--- src/hdl/tdpe_pkg.sv ---
// Package for the Thumb data-processing execute block.
// Holds the decoded-operation type, codes and constants; depends on nothing.
package tdpe_pkg;

    localparam int unsigned RegCount = 16;
    localparam int unsigned RegWidth = 32;
    localparam int unsigned QueueDepth = 2;
    localparam logic [31:0] LrRestart = 32'hFFFF_FFFF;

    localparam logic [1:0] StatusOk = 2'd0;
    localparam logic [1:0] StatusUndef = 2'd1;
    localparam logic [1:0] StatusMem = 2'd2;

    localparam logic [0:0] CfgInitialSp = 1'b0;
    localparam logic [0:0] CfgEntry = 1'b1;

    typedef enum logic [4:0] {
        OP_NONE, OP_RESTART, OP_LSL, OP_LSR, OP_ASR, OP_ROR, OP_ADD, OP_ADC, OP_SUB, OP_SBC,
        OP_MOVI, OP_AND, OP_EOR, OP_ORR, OP_BIC, OP_MVN, OP_MUL, OP_TST, OP_NEG,
        OP_ADDH, OP_MOVH, OP_BX, OP_BLX, OP_ADR, OP_ADDSP
    } t_op;

    typedef enum logic [2:0] {
        B_REG, B_IMM, B_IMM4, B_ZERO
    } t_bsel;

    typedef struct packed {
        t_op        op;
        logic [3:0] ra;
        logic [3:0] rb;
        t_bsel      bsel;
        logic [7:0] imm;
        logic [3:0] rd;
        logic       wr;
        logic       flag_only;
        logic       sub_sp;
        logic [1:0] status;
    } t_dec;

endpackage

--- src/hdl/tdpe_decode.sv ---
// Front part: classifies one Thumb instruction into a decoded operation.
// Depends on tdpe_pkg.
module tdpe_decode import tdpe_pkg::*; (
    input  logic        i_command,
    input  logic [15:0] i_instruction,
    output t_dec        o_dec
);
    logic [15:0] w_i;
    logic [4:0]  w_top;
    assign w_i = i_instruction;
    assign w_top = w_i[15:11];

    always_comb begin
        o_dec = '0;
        o_dec.op = OP_NONE;
        o_dec.bsel = B_REG;
        o_dec.status = StatusOk;
        if (i_command) begin
            o_dec.op = OP_RESTART;
        end else begin
            priority if (w_top <= 5'd2) begin
                unique case (w_top[1:0])
                    2'd0: o_dec.op = OP_LSL;
                    2'd1: o_dec.op = OP_LSR;
                    default: o_dec.op = OP_ASR;
                endcase
                o_dec.ra = {1'b0, w_i[5:3]};
                o_dec.bsel = B_IMM;
                o_dec.imm = {3'd0, w_i[10:6]};
                if (w_top != 5'd0 && w_i[10:6] == 5'd0) o_dec.imm = 8'd32;
                o_dec.rd = {1'b0, w_i[2:0]};
                o_dec.wr = 1'b1;
            end else if (w_top == 5'd3) begin
                o_dec.op = w_i[9] ? OP_SUB : OP_ADD;
                o_dec.ra = {1'b0, w_i[5:3]};
                o_dec.rb = {1'b0, w_i[8:6]};
                o_dec.bsel = w_i[10] ? B_IMM : B_REG;
                o_dec.imm = {5'd0, w_i[8:6]};
                o_dec.rd = {1'b0, w_i[2:0]};
                o_dec.wr = 1'b1;
            end else if (w_top <= 5'd7) begin
                o_dec.ra = {1'b0, w_i[10:8]};
                o_dec.rd = {1'b0, w_i[10:8]};
                o_dec.bsel = B_IMM;
                o_dec.imm = w_i[7:0];
                o_dec.wr = 1'b1;
                unique case (w_top[1:0])
                    2'd0: o_dec.op = OP_MOVI;
                    2'd1: begin
                        o_dec.op = OP_SUB;
                        o_dec.wr = 1'b0;
                    end
                    2'd2: o_dec.op = OP_ADD;
                    default: o_dec.op = OP_SUB;
                endcase
            end else if (w_top == 5'd8 && !w_i[10]) begin
                o_dec.ra = {1'b0, w_i[2:0]};
                o_dec.rb = {1'b0, w_i[5:3]};
                o_dec.rd = {1'b0, w_i[2:0]};
                o_dec.wr = 1'b1;
                unique case (w_i[9:6])
                    4'd0: o_dec.op = OP_AND;
                    4'd1: o_dec.op = OP_EOR;
                    4'd2: o_dec.op = OP_LSL;
                    4'd3: o_dec.op = OP_LSR;
                    4'd4: o_dec.op = OP_ASR;
                    4'd5: o_dec.op = OP_ADC;
                    4'd6: o_dec.op = OP_SBC;
                    4'd7: o_dec.op = OP_ROR;
                    4'd8: begin
                        o_dec.op = OP_TST;
                        o_dec.wr = 1'b0;
                    end
                    4'd9: o_dec.op = OP_NEG;
                    4'd10: begin
                        o_dec.op = OP_SUB;
                        o_dec.wr = 1'b0;
                    end
                    4'd11: begin
                        o_dec.op = OP_ADD;
                        o_dec.wr = 1'b0;
                    end
                    4'd12: o_dec.op = OP_ORR;
                    4'd13: o_dec.op = OP_MUL;
                    4'd14: o_dec.op = OP_BIC;
                    default: o_dec.op = OP_MVN;
                endcase
            end else if (w_top == 5'd8) begin
                o_dec.ra = {w_i[7], w_i[2:0]};
                o_dec.rb = w_i[6:3];
                o_dec.rd = {w_i[7], w_i[2:0]};
                o_dec.wr = 1'b1;
                unique case (w_i[9:8])
                    2'd0: o_dec.op = OP_ADDH;
                    2'd1: begin
                        o_dec.op = OP_SUB;
                        o_dec.wr = 1'b0;
                    end
                    2'd2: o_dec.op = OP_MOVH;
                    default: begin
                        o_dec.op = w_i[7] ? OP_BLX : OP_BX;
                        o_dec.rd = w_i[7] ? 4'd14 : 4'd15;
                    end
                endcase
            end else if (w_top <= 5'd19) begin
                o_dec.status = StatusMem;
            end else if (w_top == 5'd20) begin
                o_dec.op = OP_ADR;
                o_dec.imm = w_i[7:0];
                o_dec.rd = {1'b0, w_i[10:8]};
                o_dec.wr = 1'b1;
            end else if (w_top == 5'd21) begin
                o_dec.op = OP_ADDSP;
                o_dec.imm = w_i[7:0];
                o_dec.rd = {1'b0, w_i[10:8]};
                o_dec.wr = 1'b1;
            end else if (w_top <= 5'd23) begin
                if (w_i[15:8] == 8'hB0) begin
                    o_dec.op = OP_ADDSP;
                    o_dec.imm = {1'b0, w_i[6:0]};
                    o_dec.sub_sp = w_i[7];
                    o_dec.rd = 4'd13;
                    o_dec.wr = 1'b1;
                end else if (w_i[15:9] == 7'b1011010 || w_i[15:9] == 7'b1011110) begin
                    o_dec.status = StatusMem;
                end else begin
                    o_dec.status = StatusUndef;
                end
            end else if (w_top <= 5'd25) begin
                o_dec.status = StatusMem;
            end else begin
                o_dec.status = StatusUndef;
            end
        end
        o_dec.flag_only = (o_dec.op != OP_NONE) && !o_dec.wr;
    end
endmodule

--- src/hdl/tdpe_queue.sv ---
// Short queue of decoded operations between the front and back parts.
// Depends on tdpe_pkg.
module tdpe_queue import tdpe_pkg::*; #(
    parameter int unsigned DEPTH = QueueDepth
) (
    input  logic i_clk,
    input  logic i_rst_n,
    input  logic i_push,
    input  t_dec i_data,
    output logic o_full,
    input  logic i_pop,
    output logic o_empty,
    output t_dec o_data
);
    localparam int unsigned AW = (DEPTH > 1) ? $clog2(DEPTH) : 1;
    t_dec r_mem [DEPTH];
    logic [AW-1:0] r_wp, r_rp;
    logic [AW:0] r_cnt;
    logic w_push, w_pop;

    assign o_full = (r_cnt == (AW+1)'(DEPTH));
    assign o_empty = (r_cnt == '0);
    assign w_push = i_push && !o_full;
    assign w_pop = i_pop && !o_empty;
    assign o_data = r_mem[r_rp];

    always_ff @(posedge i_clk) begin
        if (w_push) r_mem[r_wp] <= i_data;
        if (!i_rst_n) begin
            r_wp <= '0;
            r_rp <= '0;
            r_cnt <= '0;
        end else begin
            if (w_push) r_wp <= (r_wp == AW'(DEPTH - 1)) ? '0 : r_wp + 1'b1;
            if (w_pop) r_rp <= (r_rp == AW'(DEPTH - 1)) ? '0 : r_rp + 1'b1;
            r_cnt <= r_cnt + (AW+1)'(w_push) - (AW+1)'(w_pop);
        end
    end
endmodule

--- src/hdl/tdpe_execute.sv ---
// Back part: register file, flags and ALU; executes one decoded operation a cycle while i_valid is high.
// Depends on tdpe_pkg.
module tdpe_execute import tdpe_pkg::*; (
    input  logic        i_clk,
    input  logic        i_rst_n,
    input  logic        i_valid,
    input  t_dec        i_dec,
    input  logic [31:0] i_sp_init,
    input  logic [31:0] i_entry,
    output logic        o_reg_written,
    output logic [3:0]  o_dest_index,
    output logic [31:0] o_dest_value,
    output logic [3:0]  o_flags_nzcv,
    output logic [31:0] o_fetch_address,
    output logic [1:0]  o_status
);
    logic [31:0] r_rf [RegCount];
    logic [3:0]  r_flags;
    logic [31:0] w_pc, w_a, w_b, w_res, w_sum_b, w_shn, w_nxt;
    logic [32:0] w_sum;
    logic [7:0]  w_n;
    logic        w_cin, w_c, w_v, w_setnz, w_setc, w_setv, w_arith;
    logic [3:0]  n_flags;
    logic [63:0] w_ext;

    assign w_pc = r_rf[15] + 32'd2;
    assign w_a = (i_dec.ra == 4'd15) ? w_pc : r_rf[i_dec.ra];

    always_comb begin
        unique case (i_dec.bsel)
            B_IMM: w_b = {24'd0, i_dec.imm};
            B_IMM4: w_b = {22'd0, i_dec.imm, 2'd0};
            B_ZERO: w_b = '0;
            default: w_b = (i_dec.rb == 4'd15) ? w_pc : r_rf[i_dec.rb];
        endcase
    end

    assign w_n = (i_dec.bsel == B_REG) ? w_b[7:0] : i_dec.imm;

    always_comb begin
        w_arith = 1'b1;
        w_sum_b = w_b;
        w_cin = 1'b0;
        unique case (i_dec.op)
            OP_SUB: begin
                w_sum_b = ~w_b;
                w_cin = 1'b1;
            end
            OP_ADC: w_cin = r_flags[1];
            OP_SBC: begin
                w_sum_b = ~w_b;
                w_cin = r_flags[1];
            end
            OP_ADD: w_cin = 1'b0;
            default: w_arith = 1'b0;
        endcase
    end

    logic [31:0] w_sa;
    assign w_sa = (i_dec.op == OP_NEG) ? ~w_b : w_a;
    assign w_sum = {1'b0, w_sa} + {1'b0, (i_dec.op == OP_NEG) ? 32'd0 : w_sum_b}
                   + {32'd0, (i_dec.op == OP_NEG) ? 1'b1 : w_cin};

    always_comb begin
        w_shn = w_a;
        w_c = r_flags[1];
        w_ext = '0;
        if (w_n != 8'd0) begin
            unique case (i_dec.op)
                OP_LSL: begin
                    if (w_n < 8'd32) begin
                        w_ext = {32'd0, w_a} << w_n[4:0];
                        w_shn = w_ext[31:0];
                        w_c = w_ext[32];
                    end else begin
                        w_shn = '0;
                        w_c = (w_n == 8'd32) ? w_a[0] : 1'b0;
                    end
                end
                OP_LSR, OP_ASR: begin
                    if (w_n < 8'd32) begin
                        w_ext = {{31{(i_dec.op == OP_ASR) & w_a[31]}}, w_a, 1'b0} >>
                                w_n[4:0];
                        w_shn = w_ext[32:1];
                        w_c = w_ext[0];
                    end else if (i_dec.op == OP_ASR) begin
                        w_shn = {32{w_a[31]}};
                        w_c = w_a[31];
                    end else begin
                        w_shn = '0;
                        w_c = (w_n == 8'd32) ? w_a[31] : 1'b0;
                    end
                end
                default: begin
                    w_ext = {w_a, w_a} >> w_n[4:0];
                    w_shn = w_ext[31:0];
                    w_c = w_shn[31];
                end
            endcase
        end
    end

    always_comb begin
        w_setnz = 1'b1;
        w_setc = 1'b0;
        w_setv = 1'b0;
        unique case (i_dec.op)
            OP_LSL, OP_LSR, OP_ASR, OP_ROR: begin
                w_res = w_shn;
                w_setc = 1'b1;
            end
            OP_ADD, OP_ADC, OP_SUB, OP_SBC, OP_NEG: begin
                w_res = w_sum[31:0];
                w_setc = 1'b1;
                w_setv = 1'b1;
            end
            OP_MOVI: w_res = w_b;
            OP_AND, OP_TST: w_res = w_a & w_b;
            OP_EOR: w_res = w_a ^ w_b;
            OP_ORR: w_res = w_a | w_b;
            OP_BIC: w_res = w_a & ~w_b;
            OP_MVN: w_res = ~w_b;
            OP_MUL: w_res = w_a * w_b;
            OP_ADDH: begin
                w_res = w_a + w_b;
                w_setnz = 1'b0;
            end
            OP_MOVH, OP_BX: begin
                w_res = w_b;
                w_setnz = 1'b0;
            end
            OP_BLX: begin
                w_res = r_rf[15] | 32'd1;
                w_setnz = 1'b0;
            end
            OP_ADR: begin
                w_res = {w_pc[31:2], 2'b00} + {22'd0, i_dec.imm, 2'd0};
                w_setnz = 1'b0;
            end
            OP_ADDSP: begin
                w_res = i_dec.sub_sp ? r_rf[13] - {22'd0, i_dec.imm, 2'd0}
                                     : r_rf[13] + {22'd0, i_dec.imm, 2'd0};
                w_setnz = 1'b0;
            end
            default: begin
                w_res = '0;
                w_setnz = 1'b0;
            end
        endcase
    end

    logic [32:0] w_vsb;
    assign w_vsb = {1'b0, (i_dec.op == OP_NEG) ? 32'd0 : w_sum_b};
    assign w_v = (~(w_sa[31] ^ w_vsb[31])) & (w_sa[31] ^ w_sum[31]);

    always_comb begin
        n_flags = r_flags;
        if (w_setnz) begin
            n_flags[3] = w_res[31];
            n_flags[2] = (w_res == '0);
        end
        if (w_setc) n_flags[1] = w_arith || i_dec.op == OP_NEG ? w_sum[32] : w_c;
        if (w_setv) n_flags[0] = w_v;
    end

    logic [31:0] w_wval;
    logic        w_pcw;
    assign w_pcw = i_dec.wr && i_dec.rd == 4'd15;
    assign w_wval = w_pcw ? {w_res[31:1], 1'b0} : w_res;

    always_comb begin
        if (i_dec.op == OP_RESTART) w_nxt = i_entry + 32'd2;
        else if (i_dec.op == OP_BLX) w_nxt = {w_b[31:1], 1'b0} + 32'd2;
        else if (w_pcw) w_nxt = w_wval + 32'd2;
        else w_nxt = w_pc;
    end

    always_ff @(posedge i_clk) begin
        if (!i_rst_n) begin
            for (int k = 0; k < RegCount; k++) r_rf[k] <= '0;
            r_flags <= '0;
        end else if (i_valid) begin
            r_flags <= n_flags;
            r_rf[15] <= w_nxt;
            if (i_dec.op == OP_RESTART) begin
                r_rf[13] <= i_sp_init;
                r_rf[14] <= LrRestart;
            end else if (i_dec.wr && i_dec.rd != 4'd15) begin
                r_rf[i_dec.rd] <= w_wval;
            end
        end
    end

    always_ff @(posedge i_clk) begin
        if (i_valid) begin
            o_reg_written <= i_dec.wr;
            o_dest_index <= i_dec.wr ? i_dec.rd : 4'd0;
            o_dest_value <= i_dec.wr ? w_wval : 32'd0;
            o_flags_nzcv <= n_flags;
            o_fetch_address <= w_nxt - 32'd2;
            o_status <= i_dec.status;
        end
    end
endmodule

--- src/hdl/thumb_data_processing_execute.sv ---
// Top level of the Thumb data-processing execute block.
// Depends on tdpe_pkg, tdpe_decode, tdpe_queue and tdpe_execute.
//
//   channel   direction  handshake          payload
//   input     in         push / full        i_command, i_instruction
//   result    out        empty / pop        six result fields
//   config    in         i_cfg_valid/o_cfg_ready  i_cfg_index, i_cfg_data
//
// One item per cycle sustained while each result is popped; a result passes
// through the queue and the result register and can then be popped.
// The back stage executes one operation per cycle out of a two-entry queue and
// advances only while the one-entry result register is free or being popped.
// Synchronous reset clears the register file, flags and all queue pointers.
module thumb_data_processing_execute import tdpe_pkg::*; #(
    parameter int unsigned QUEUE_DEPTH = QueueDepth
) (
    input  logic        i_clk,
    input  logic        i_rst_n,
    input  logic        push,
    output logic        full,
    input  logic        i_command,
    input  logic [15:0] i_instruction,
    output logic        empty,
    input  logic        pop,
    output logic        o_reg_written,
    output logic [3:0]  o_dest_index,
    output logic [31:0] o_dest_value,
    output logic [3:0]  o_flags_nzcv,
    output logic [31:0] o_fetch_address,
    output logic [1:0]  o_status,
    input  logic        i_cfg_valid,
    output logic        o_cfg_ready,
    input  logic        i_cfg_index,
    input  logic [31:0] i_cfg_data
);
    t_dec w_dec, w_qdec;
    logic w_qempty, w_go, r_out_valid;
    logic [31:0] r_sp_init, r_entry;

    assign o_cfg_ready = 1'b1;

    always_ff @(posedge i_clk) begin
        if (!i_rst_n) begin
            r_sp_init <= '0;
            r_entry <= '0;
        end else if (i_cfg_valid) begin
            unique case (i_cfg_index)
                CfgInitialSp: r_sp_init <= i_cfg_data;
                default: r_entry <= i_cfg_data;
            endcase
        end
    end

    tdpe_decode u_decode (
        .i_command(i_command),
        .i_instruction(i_instruction),
        .o_dec(w_dec)
    );

    tdpe_queue #(.DEPTH(QUEUE_DEPTH)) u_queue (
        .i_clk(i_clk),
        .i_rst_n(i_rst_n),
        .i_push(push),
        .i_data(w_dec),
        .o_full(full),
        .i_pop(w_go),
        .o_empty(w_qempty),
        .o_data(w_qdec)
    );

    assign w_go = !w_qempty && (!r_out_valid || pop);
    assign empty = !r_out_valid;

    always_ff @(posedge i_clk) begin
        if (!i_rst_n) r_out_valid <= 1'b0;
        else if (w_go) r_out_valid <= 1'b1;
        else if (pop) r_out_valid <= 1'b0;
    end

    tdpe_execute u_execute (
        .i_clk(i_clk),
        .i_rst_n(i_rst_n),
        .i_valid(w_go),
        .i_dec(w_qdec),
        .i_sp_init(r_sp_init),
        .i_entry(r_entry),
        .o_reg_written(o_reg_written),
        .o_dest_index(o_dest_index),
        .o_dest_value(o_dest_value),
        .o_flags_nzcv(o_flags_nzcv),
        .o_fetch_address(o_fetch_address),
        .o_status(o_status)
    );
endmodule
--- config.mk ---
export PLATFORM = sky130hd
export DESIGN_NAME = thumb_data_processing_execute
export DESIGN_NICKNAME = d
export VERILOG_FILES = /design/src/hdl/tdpe_pkg.sv /design/src/hdl/tdpe_decode.sv /design/src/hdl/tdpe_queue.sv /design/src/hdl/tdpe_execute.sv /design/src/hdl/thumb_data_processing_execute.sv
export SDC_FILE = /design/constraint.sdc
export NUM_CORES = 2
export LEC_CHECK = 0
export BUFFER_PORTS_ARGS = -buffer_cell sky130_fd_sc_hd__buf_2
export CAP_MARGIN = 20
export CELL_PAD_IN_SITES_DETAIL_PLACEMENT = 1
export CELL_PAD_IN_SITES_GLOBAL_PLACEMENT = 1
export CORE_MARGIN = 2
export CORE_UTILIZATION = 35
export CTS_BUF_LIST = sky130_fd_sc_hd__clkbuf_8 sky130_fd_sc_hd__clkbuf_16
export DETAILED_ROUTE_END_ITERATION = 7
export GPL_ROUTABILITY_DRIVEN = 1
export PLACE_DENSITY = 0.66
export SLEW_MARGIN = 20
export SYNTH_ARGS = -nofsm -noshare
export SYNTH_HDL_FRONTEND = slang
export SYNTH_SLANG_ARGS = --single-unit
--- constraint.sdc ---
create_clock -name i_clk -period 14 [get_ports i_clk]
set_clock_uncertainty 0.1 [all_clocks]
set_input_delay 0.7 -clock i_clk [delete_from_list [all_inputs] [get_ports i_clk]]
set_output_delay 0.7 -clock i_clk [all_outputs]
set_load 0.01 [all_outputs]
==> summary.txt <==
Global route
  • Grt met2 use: between 50% and 60%
  • Largest net degree at the start of global routing: 87
  • Highest-utilization routing layer at the global route stage: met2
  • Number of antenna violations at the first check in global routing: 41
  • Sum of overflow across all layers after global routing: 0
  • Total routing resource utilization after global routing: 38.6%
  • Met3 routing resource usage after global routing: 10.8%
  • Number of global-route vias before repair: a little over 70000
  • Global-route wire length before repair: 573000 µm
  • Met1 demand-to-capacity share in global routing: 47.2%

Synthesis
  • Syn Std Cell Area: 71600 µm²
  • Async set-reset flop share out of synthesis: 0%
  • Flops & latches, synth: 721
  • Number of flops mapped to enable cells by yosys: 647
  • Post-Syn Area per Cell: 8.63 µm²
  • Total nets after synthesis: 9035
  • Sequential fraction of the synthesis area: 29.2%
  • Yosys warnings: 0
  • Commonest register cell after synthesis: sky130_fd_sc_hd__edfxtp_1
  • Number of distinct library cells after synthesis: 112
  • Cell count after synthesis: 8303

Worst setup path
  • Worst Setup Start Kind: flip-flop
  • Arrival time of the worst setup path: 14.44 ns
  • Critical Setup Path Class: flip-flop to flip-flop
  • Top cell by count, worst path: sky130_fd_sc_hd__fa_1
  • Cell family with the largest share of critical-path delay: compound AO/OA/AOI/OAI gates
  • Data required time of the critical path: approximately 15 ns
  • Buffering stage count on the worst path with inverters included: 7
  • Critical Path Max Stage Delay: 0.95 ns
  • Largest fanout on the critical path: 31
  • Setup crit end kind: flip-flop
  • Cell type of the slowest stage on the worst timing path: sky130_fd_sc_hd__a211oi_1

Clocking
  • Maximum count of clock buffers along a single path: 3
  • Number of hold buffers added after cts: 0
  • Maximum level of the CTS H-tree: 3
  • Inserted Clock Buffers: 74
  • Clock latency of the later-clocked register in the worst-skew pair: 0.73 ns
  • Master cell of the clock root buffer: sky130_fd_sc_hd__clkbuf_16
  • Number of clock sinks seen by CTS: between 700 and 800
  • TritonCTS clock tree: yes
  • Clock-pin slew on the worst setup and hold paths: 0.06 ns
  • Setup repair bufs after CTS: 0
  • Count of cells resized by post-cts repair: 0

Floorplanning
  • Area of the core: 204000 µm²
  • Total Die Area: 208000 µm²
  • Number of top-level pins: 133
  • Number of placement rows: 166
  • Die boundary width: 456 µm
  • Vertical extent of the die: 456 µm
  • Initial Utilization: 35.1%

Final layout
  • Number of nets in the final layout: 9052
  • Ratio of cells with drive above 1 in the final layout: 12.1%
  • Area grow syn2layout: 11.3%
  • Fin area: between 70000 and 80000 µm²

Detailed routing
  • Iteration-0 DRC Markers: between 10000 and 15000
  • Number of nets still failing antenna checks after routing: 0
  • Number of design rule violations left after detail routing: 0
  • Routed wire length: around 410000 µm
  • Post-detailed-route via-to-cell ratio: 6.58
  • Vias after detailed routing: around 73000
  • Number of iterations in the first detailed-routing pass: 6
  • Average routed wire per standard cell: between 30 and 40 µm

STA
  • Highest achievable clock rate: 71.9 MHz
  • Slew at the pin with the worst max-slew slack: 1.26 ns
  • Number of setup violations in the final report: 0
  • Final sum of negative setup slack: 0 ns
  • Ratio of final minimum period to clock period: between 90 and 100%
  • Final period demand of the worst path: 13.91 ns
  • Hold Violations, Final: 0
  • Post-layout worst setup margin: ~0.09 ns
  • Setup repair after global routing missed its margin: false
  • Max-slew violation count: 0
  • Slew Limit Headroom: 13.7%

Flow run
  • Max-cap violation count: 0

Place
  • Worst setup slack before clock tree synthesis: 0.627 ns
  • Post-detailed-placement cell area: 77000 µm²
  • Routability cong.: 1.07
  • Number of buffers added on ports: 131
  • HPWL after DPL: 316000 µm

Outcome
  • Outcome: finished, final reports clean

Min path
  • Min-delay worst type: input port to flip-flop
-- flip-flops by register name, summed over array words and instances (netlist names), named ones only --
signal,count
u_execute.o_status,2
r_sp_init,32
u_queue.r_rp,1
u_queue.r_cnt,2
u_queue.r_wp,1
u_execute.r_rf,512
u_queue.r_mem,60
u_execute.o_fetch_address,32
r_entry,32
r_out_valid,1
u_execute.r_flags,4
u_execute.o_dest_index,4
u_execute.o_flags_nzcv,4
u_execute.o_reg_written,1
u_execute.o_dest_value,32
-- placed cells by master, fill, tap and decap left out, drive strengths merged, types with 36 or more instances in the layout --
master and n:
nor2 1227, nand2 1104, edfxtp 647, inv 595
buf 576, fa 413, a21oi 411, o21ai 364
ha 264, nand3 230, xnor2 227, mux2i 211
nor3 128, a211oi 121, mux4 113, xor2 108
o22ai 97, a21boi 89, a221oi 84, o211ai 79
clkbuf 76, dfxtp 74, a31oi 73, a21o 68
nand2b 60, nand4 59, a22oi 54, and2 53
nor4 50, or3 43, mux2 43, a32oi 41
o32ai 40, o21a 39, diode 38, o221ai 38
and3 38, clkinv 36
-- final cells by class --
class                   instances  area, µm²
diodes                         38       95.1
clock buffers                  76       1880
clock inverters                59        669
fillers                     24100     124000
inverters                     588       2210
multi-input cells            6359      46500
flip-flops and latches        721      20900
well taps                    2688       3360
repair buffers                576       4050
-- cell usage after synthesis (all sizes together), types with 59 or more instances --
cell / n / area (µm²)
o21ai: 364 / 1830
xnor2: 227 / 1990
mux2i: 211 / 2120
a31oi: 73 / 457
nor2: 1227 / 4610
a21o: 68 / 510
nand2: 1104 / 4150
ha: 264 / 3300
o22ai: 97 / 607
dfxtp: 74 / 1480
xor2: 108 / 946
fa: 413 / 8270
mux4: 113 / 2540
o211ai: 79 / 593
nand4: 59 / 369
a21oi: 411 / 2060
buf: 238 / 1290
a21boi: 89 / 668
a211oi: 121 / 913
edfxtp: 647 / 19400
nand3: 230 / 1150
a221oi: 84 / 766
inv: 573 / 2160
nor3: 128 / 651
clkbuf: 397 / 1490
nand2b: 60 / 375
-- metal layers --
layer | part of all wire, % | vias up
met5 | 0.036 | -
met4 | 9.1 | 22
met3 | 12 | 1410
met2 | 43 | 5350
met1 | 36 | 36900
li1 | - | 29400
-- stage by stage --
step	std cells	hold slack (ns)	utilization, %
finish	11100	0.144	39.1
global route	11100	0.163	39.0
CTS	11100	0.129	39.0
detailed placement	10900	0.360	37.8
global placement	10900	0.352	37.7
floorplan	8303	0.344	-
-- kinds of logic (layout without fill, tap and decap cells) --
kind of cell               Yosys count  in the layout  share of synthesized area, %
DFF                                721            721                          29.2
AOI/OAI and AO/OA                 1859           1859                          17.6
adders and majority gates          677            677                          16.2
other                                1             39                       0.00524
and+or+nand+nor                   3119           3119                          18.8
buffers and inverters             1223           1299                          6.97
xor gates and xnor gates           336            336                          4.13
muxes                              367            367                          7.19
-- worst min-delay path, cell delays in order --
cell and delay [ns]:
sky130_fd_sc_hd__buf_2 0.10, sky130_fd_sc_hd__nand2_1 0.04, sky130_fd_sc_hd__a21boi_0 0.06
-- worst paths after layout --
check / start / endpoint / slack [ns] / cells after the start
hold / removal: i_cfg_data[30] / r_entry[30] / 0.14 / 3
hold reg to reg: r_sp_init[26] / r_sp_init[26] / 0.37 / 2
setup / recovery: flip-flop / u_execute.r_flags[2] / 0.09 / 37
setup reg to reg: flip-flop / u_execute.r_flags[2] / 0.09 / 37
Power is not shown: default switching activity piles up to over one toggle a cycle in this logic, so the estimate is an artifact.
